## src/hw/rtl/brrb_pkg.sv

```systemverilog
package brrb_pkg;

  localparam int MAX_LOG_DEF       = 10;
  localparam int ELEMENT_WIDTH_DEF = 32;

  localparam int SAMPLE_W = 32;
  localparam int POS_W    = 10;
  localparam int CFG_W    = 4;
  localparam int LOG_W    = 5;

  localparam logic [CFG_W-1:0] LOG_SIZE_RESET = 4'd10;

  localparam int QUEUE_DEPTH = 4;
  localparam int QPTR_W      = $clog2(QUEUE_DEPTH);
  localparam int QCNT_W      = $clog2(QUEUE_DEPTH + 1);

  typedef struct packed {
    logic [SAMPLE_W-1:0] sample_re;
    logic [SAMPLE_W-1:0] sample_im;
  } in_item_t;

  typedef struct packed {
    logic [SAMPLE_W-1:0] out_re;
    logic [SAMPLE_W-1:0] out_im;
    logic [POS_W-1:0]    out_position;
    logic                out_last;
  } out_item_t;

  typedef struct packed {
    logic      valid;
    out_item_t item;
  } result_beat_t;

  // Map a written log_size onto the supported range: zero acts as one,
  // anything above the maximum acts as the maximum.
  function automatic logic [LOG_W-1:0] clamp_log(logic [CFG_W-1:0] v, int unsigned max_log);
    logic [LOG_W-1:0] l;
    l = LOG_W'(v);
    if (l == '0) begin
      l = LOG_W'(1);
    end else if (l > LOG_W'(max_log)) begin
      l = LOG_W'(max_log);
    end
    return l;
  endfunction

endpackage

```

## src/hw/rtl/brrb_queue.sv

```systemverilog
module brrb_queue
  import brrb_pkg::*;
(
  input  logic              clk,
  input  logic              rst_n,
  input  result_beat_t      res,
  input  logic              out_pop,
  output logic              out_empty,
  output out_item_t         out_data,
  output logic [QCNT_W-1:0] count
);

  out_item_t         slot_r [QUEUE_DEPTH];
  logic [QPTR_W-1:0] wr_ptr_r, wr_ptr_nxt;
  logic [QPTR_W-1:0] rd_ptr_r, rd_ptr_nxt;
  logic [QCNT_W-1:0] count_r, count_nxt;
  logic              do_pop;

  assign out_empty = (count_r == '0);
  assign do_pop    = out_pop && !out_empty;
  assign out_data  = slot_r[rd_ptr_r];
  assign count     = count_r;

  always_comb begin
    wr_ptr_nxt = wr_ptr_r;
    rd_ptr_nxt = rd_ptr_r;
    count_nxt  = count_r;
    if (res.valid) begin
      wr_ptr_nxt = wr_ptr_r + QPTR_W'(1);
    end
    if (do_pop) begin
      rd_ptr_nxt = rd_ptr_r + QPTR_W'(1);
    end
    case ({res.valid, do_pop})
      2'b10:   count_nxt = count_r + QCNT_W'(1);
      2'b01:   count_nxt = count_r - QCNT_W'(1);
      default: count_nxt = count_r;
    endcase
  end

  always_ff @(posedge clk) begin
    if (!rst_n) begin
      wr_ptr_r <= '0;
      rd_ptr_r <= '0;
      count_r  <= '0;
    end else begin
      wr_ptr_r <= wr_ptr_nxt;
      rd_ptr_r <= rd_ptr_nxt;
      count_r  <= count_nxt;
    end
  end

  always_ff @(posedge clk) begin
    if (res.valid) begin
      slot_r[wr_ptr_r] <= res.item;
    end
  end

endmodule

```

## config.mk

```make
export PLATFORM = sky130hd
export DESIGN_NAME = brrb_queue
export DESIGN_NICKNAME = d
export VERILOG_FILES = /design/src/hw/rtl/brrb_pkg.sv /design/src/hw/rtl/brrb_queue.sv
export SDC_FILE = /design/constraint.sdc
export NUM_CORES = 1
export LEC_CHECK = 0
export ABC_AREA = 1
export BUFFER_PORTS_ARGS = -buffer_cell sky130_fd_sc_hd__buf_2
export CAP_MARGIN = 20
export CORE_AREA = 8 8 196 198
export DETAILED_ROUTE_END_ITERATION = 16
export DIE_AREA = 0 0 204 206
export GPL_TIMING_DRIVEN = 1
export PLACE_DENSITY = 0.59
export SLEW_MARGIN = 20
export SYNTH_ARGS = -nofsm -noshare
export SYNTH_HDL_FRONTEND = slang
export SYNTH_SLANG_ARGS = --single-unit
```

## constraint.sdc

```tcl
create_clock -name clk -period 3.3 [get_ports clk]
set_clock_uncertainty 0.05 [all_clocks]
set_input_delay 0.33 -clock clk [delete_from_list [all_inputs] [get_ports clk]]
set_output_delay 0.33 -clock clk [all_outputs]
set_load 0.01 [all_outputs]
```

# Word level (Yosys, flattened, before mapping)
# Memory sizes are Yosys's and may differ from the RTL's. A register that Yosys moved wholly into a read port is not among the register bits.
# Index checks and enable logic that the tools add are counted.
op_classes:
  n_addsub: 4
  mul: 0
  div_mod_pow: 0
  order_cmp: 0
  eq_ne: 2
  n_shift: 0
  n_mux: 5
  n_bitwise: 0
  reduce_logical: 4
op_table:
  columns: ["cell", "count"]
  rows:
  - ["$pmux 3 s2", 1]
  - ["$add 2x1->2 const B", 2]
  - ["$mux 2", 2]
  - ["$add 3x1->3 const B", 1]
  - ["$logic_not 3->1", 1]
  - ["$sub 3x1->3 const B", 1]
  - ["$eq 2x1->1 const B", 1]
  - ["$eq 2x2->1 const B", 1]
  - ["$mux 1", 2]
  - ["$reduce_bool 2->1", 1]
  - ["$logic_and 1x1->1", 1]
  - ["$logic_not 1->1", 1]
word_totals:
  regBits: 7
  latchBits: 0
  ramBits: 300
  romBits: 0
  in_bits: 79
  output_inout_bits: 79
  elab_cells: 19
  n_memories: 1
memory_table:
  columns: ["name", "depth", "word_bits", "read_ports", "rd_ports_with_merged_regs", "write_ports", "line_no", "source"]
  rows:
  - ["slot_r", 4, 75, 1, 1, 1, "brrb_queue.sv:13", "out_item_t slot_r [QUEUE_DEPTH];"]

# Depth between registers and ports, before layout
depth:
  depth_word: 5
  depth_mapped: 13
  mapped_depth_nobuf: 13

# Worst setup path before layout
# No wires, ideal clock.
synth_timing:
  kind: "reg2reg"
  start: "register wr_ptr_r[0]"
  end: "memory slot_r[2][0] (netlist bit) (enable)"
  setup_ns: 0.429
  arrival_time_ns: 2.043
  required_time_ns: 2.821
  setup_slack_ns: 0.779
  path_stages_with_launch: 5
  n_path_buf: 0
  period_less_slack_ns: 2.521
  path_cell_list: "dfxtp_1 > inv_1 > ha_1 > nand2_1 > inv_1"
synth_lines:
  columns: ["element", "line_no", "source"]
  rows:
  - ["start: declaration", "brrb_queue.sv:14", "logic [QPTR_W-1:0] wr_ptr_r, wr_ptr_nxt;"]
  - ["start signal: assignment", "brrb_queue.sv:47", "wr_ptr_r <= wr_ptr_nxt;"]
  - ["end: declaration", "brrb_queue.sv:13", null]
# No word-level cell before the write port.

==> metrics <==
final setup fails 0; Total GRT Usage 12.8%; Detail Placement HPWL 16200 um; Sequential Area 0.00919 mm2; crit path DAT 2260 ps; crit path max fanout 75; htree depth 2; Psw 2.75 mW; drc violations 0; Synth cell types 23; Pre-antenna DRT Iters 4; Seq/Total Area, Yosys 75.4%; clock buffer depth 3; Routed WL per cell 18.5 um; initial antenna violation count 2; Final Hold Viols 0; Vias/cell 4.75; post-synthesis adder-cell area fraction 0.678%; synth warn 0; root buf cell clkbuf_16; worst-margin pin slew 947 ps; post-synthesis compound-gate area fraction 12.6%; WS Path Type flop to primary output; I/O Buffers 157; largest family of logic cells by synthesized area compound AO/OA/AOI/OAI gates; Static Leak 5.20 nW; Multi-input gate area 0.00258 mm2; Antenna Violating Nets Remaining 0; Final Max Tran Viols 0; syn avg cell area 15.4 um2; combinational share of power 19.4%; R2R Setup Slk 1140 ps; Syn Std Cell Area 0.0122 mm2; clock group share of total power 36.1%; initial core utilization 34.6%; number of synthesized register bits 309; clk_lat worst skew 490 ps; sequential cell fraction of total power 44.5%; FF-to-FF End slot_r[3][42]; total negative slack 0 ps; CTS Sinks 309; RSZ-0062 raised after global routing false; Tmin final 2640 ps; Final WS setup 665 ps; Max VDD drop 326 uV; DR iter-0 viols 345; CTS tree done; Worst path slowest cell buf_4; Hold Crit Start res[53]; pre-CTS setup slack 1050 ps; reg-to-reg startpoint wr_ptr_r[0]; final worst path period share 79.9%; fill count 3197; first-pass GRT wire length 41700 um; WP data required 2920 ps; syn_nets 876; Layout Nets 1090; grt ovf 0; die area 0.0420 mm2; worst reg2reg path depth 4; Final Instance Count excl. Fillers 1490; area share of xor/xnor cells in the synthesized design 0%; core box area 0.0352 mm2; PwrDens 680 mW/mm2; run status complete, no violations; Synth-to-Final Area Change 23.4%; Startpoint Class flop; RePlAce Congestion 0.679; relative slew slack 36.8%; share of cells above drive strength 1 30.5%; Syn Inst Count 791; post-synthesis mux area share 0%; via count 7080; total clock buffers created by CTS 35; Die Wd 204 um; Critical Path Max Stage Delay 660 ps; Ports 158; largest net degree at the start of global routing 85; critical path cell sequence buf_4, o21ai_0, o22ai_1, buf_2; Std-Cell Rows 69; DIE HEIGHT 206 um; switching share of power 26.9%; worst setup path end out_data[38]; max_cap viols 0; vias in the first global route 7235; placed instance count 1376; simple-gate area share of the yosys netlist 7.92%; Reg clk slew, reported paths 60 ps; total setup buffers inserted after CTS 0; Pint 7.48 mW; total routed wirelength 27500 um; Hold/Removal Path Class input pin to flop; Setup crit end kind primary output; fmax 379 MHz
[power by group through the flow]
stage / Clock [mW] / Sequential (mW) / Combinational (mW)
6_report: 3.70 / 4.55 / 1.98
5_1_grt: 3.94 / 4.57 / 2.19
4_1_cts: 3.80 / 4.55 / 2.04
3_5_place_dp: 0 / 4.63 / 1.98
3_3_place_gp: 0 / 4.63 / 1.97
2_1_floorplan: 0 / 4.64 / 1.30
[worst max-delay path: cells and delay by family, from the launching register on]
| kind | cells | cell delay [ps] |
|---|---|---|
| DFF | 1 | 330 |
| AOI/OAI and AO/OA | 2 | 570 |
| buffers and inverters | 2 | 860 |
[state kept, by name, summed over array words and instances, names as in the netlist, named ones only]
register,cells
count,3
wr_ptr_r,2
rd_ptr_r,2
slot_r,300
[area by class of cell]
type                            instances  share of cell area (%)
Antenna cell                            1                  0.0166
Clock buffer                           47                    6.48
Clock inverter                         13                   0.924
Inverter                               20                   0.583
Multi-Input combinational cell        414                    17.2
Sequential cell                       309                    61.2
Tap cell                              461                    3.84
Timing Repair Buffer                  225                    9.84
[cell usage after synthesis]
cell	instances	area, um2
edfxtp_1	300	9010
o21ai_0	129	646
nor2_1	113	424
nor2_4	40	450
o22ai_2	40	500
o22ai_1	35	219
clkbuf_1	21	78.8
o21ai_1	20	100
inv_1	18	67.6
buf_2	15	75.1
nand2_1	15	56.3
dfxtp_1	9	180
buf_6	6	67.6
a21oi_1	5	25.0
buf_12	5	100
ha_1	5	62.6
o21ai_2	5	43.8
nand3_1	3	15.0
nor2_2	3	18.8
buf_8	1	15.0
fa_1	1	20.0
inv_2	1	3.75
inv_6	1	8.76
[through the flow]
step                      hold WS [ps]  power (mW)  cell area (um2)  util [%]
final                             15.1        10.2            15000      42.7
after global routing              3.14        10.7            15000      42.7
after CTS                       0.0661        10.4            15000      42.7
after detailed placement           488        6.62            13400      38.0
after global placement             466        6.60            13400      38.0
after floorplan                    379        5.93            12200         -
[kinds of logic after synthesis]
| kind of cell | Yosys count |
|---|---|
| DFF | 309 |
| AOI/OAI and AO/OA | 234 |
| and+or+nand+nor | 174 |
| buffers and inverters | 68 |
| adders and majority gates | 6 |
[layer usage]
metal | GRT usage, % | vias up | share of wire (%) | wire length (um)
li1 | - | 3392 | - | -
met1 | 16.0 | 3497 | 45 | 12300
met2 | 22.0 | 144 | 49 | 13500
met3 | 2.82 | 43 | 4.5 | 1250
met5 | 0 | - | 0.076 | 21
met4 | 3.78 | 4 | 1.8 | 489
[layout by cell type, fill, tap and decap left out, types with 15 or more instances in the layout]
master,count
buf_2,157
clkbuf_16,37
dlygate4sd3_1,53
edfxtp_1,300
nand2_1,15
nor2_1,113
nor2_4,40
o21ai_0,129
o21ai_1,20
o22ai_1,35
o22ai_2,40
[what timing repair did]
item | CTS | global route
hold endpoints to repair | 207 | 0
hold buffers | 53 | 0
gates resized for setup | 0 | 0
[worst min-delay path by stage]
stage,slack (ps),cells past startpoint,to
3_5_place_dp,490,2,wr_ptr_r[1]
4_1_cts,0.07,1,slot_r[1][37]
5_1_grt,3,1,slot_r[3][53]
6_report,20,1,slot_r[3][53]
2_1_floorplan,380,0,slot_r[0][0]
3_3_place_gp,470,2,wr_ptr_r[1]
Note: power is estimated with default switching activity, not from simulation.
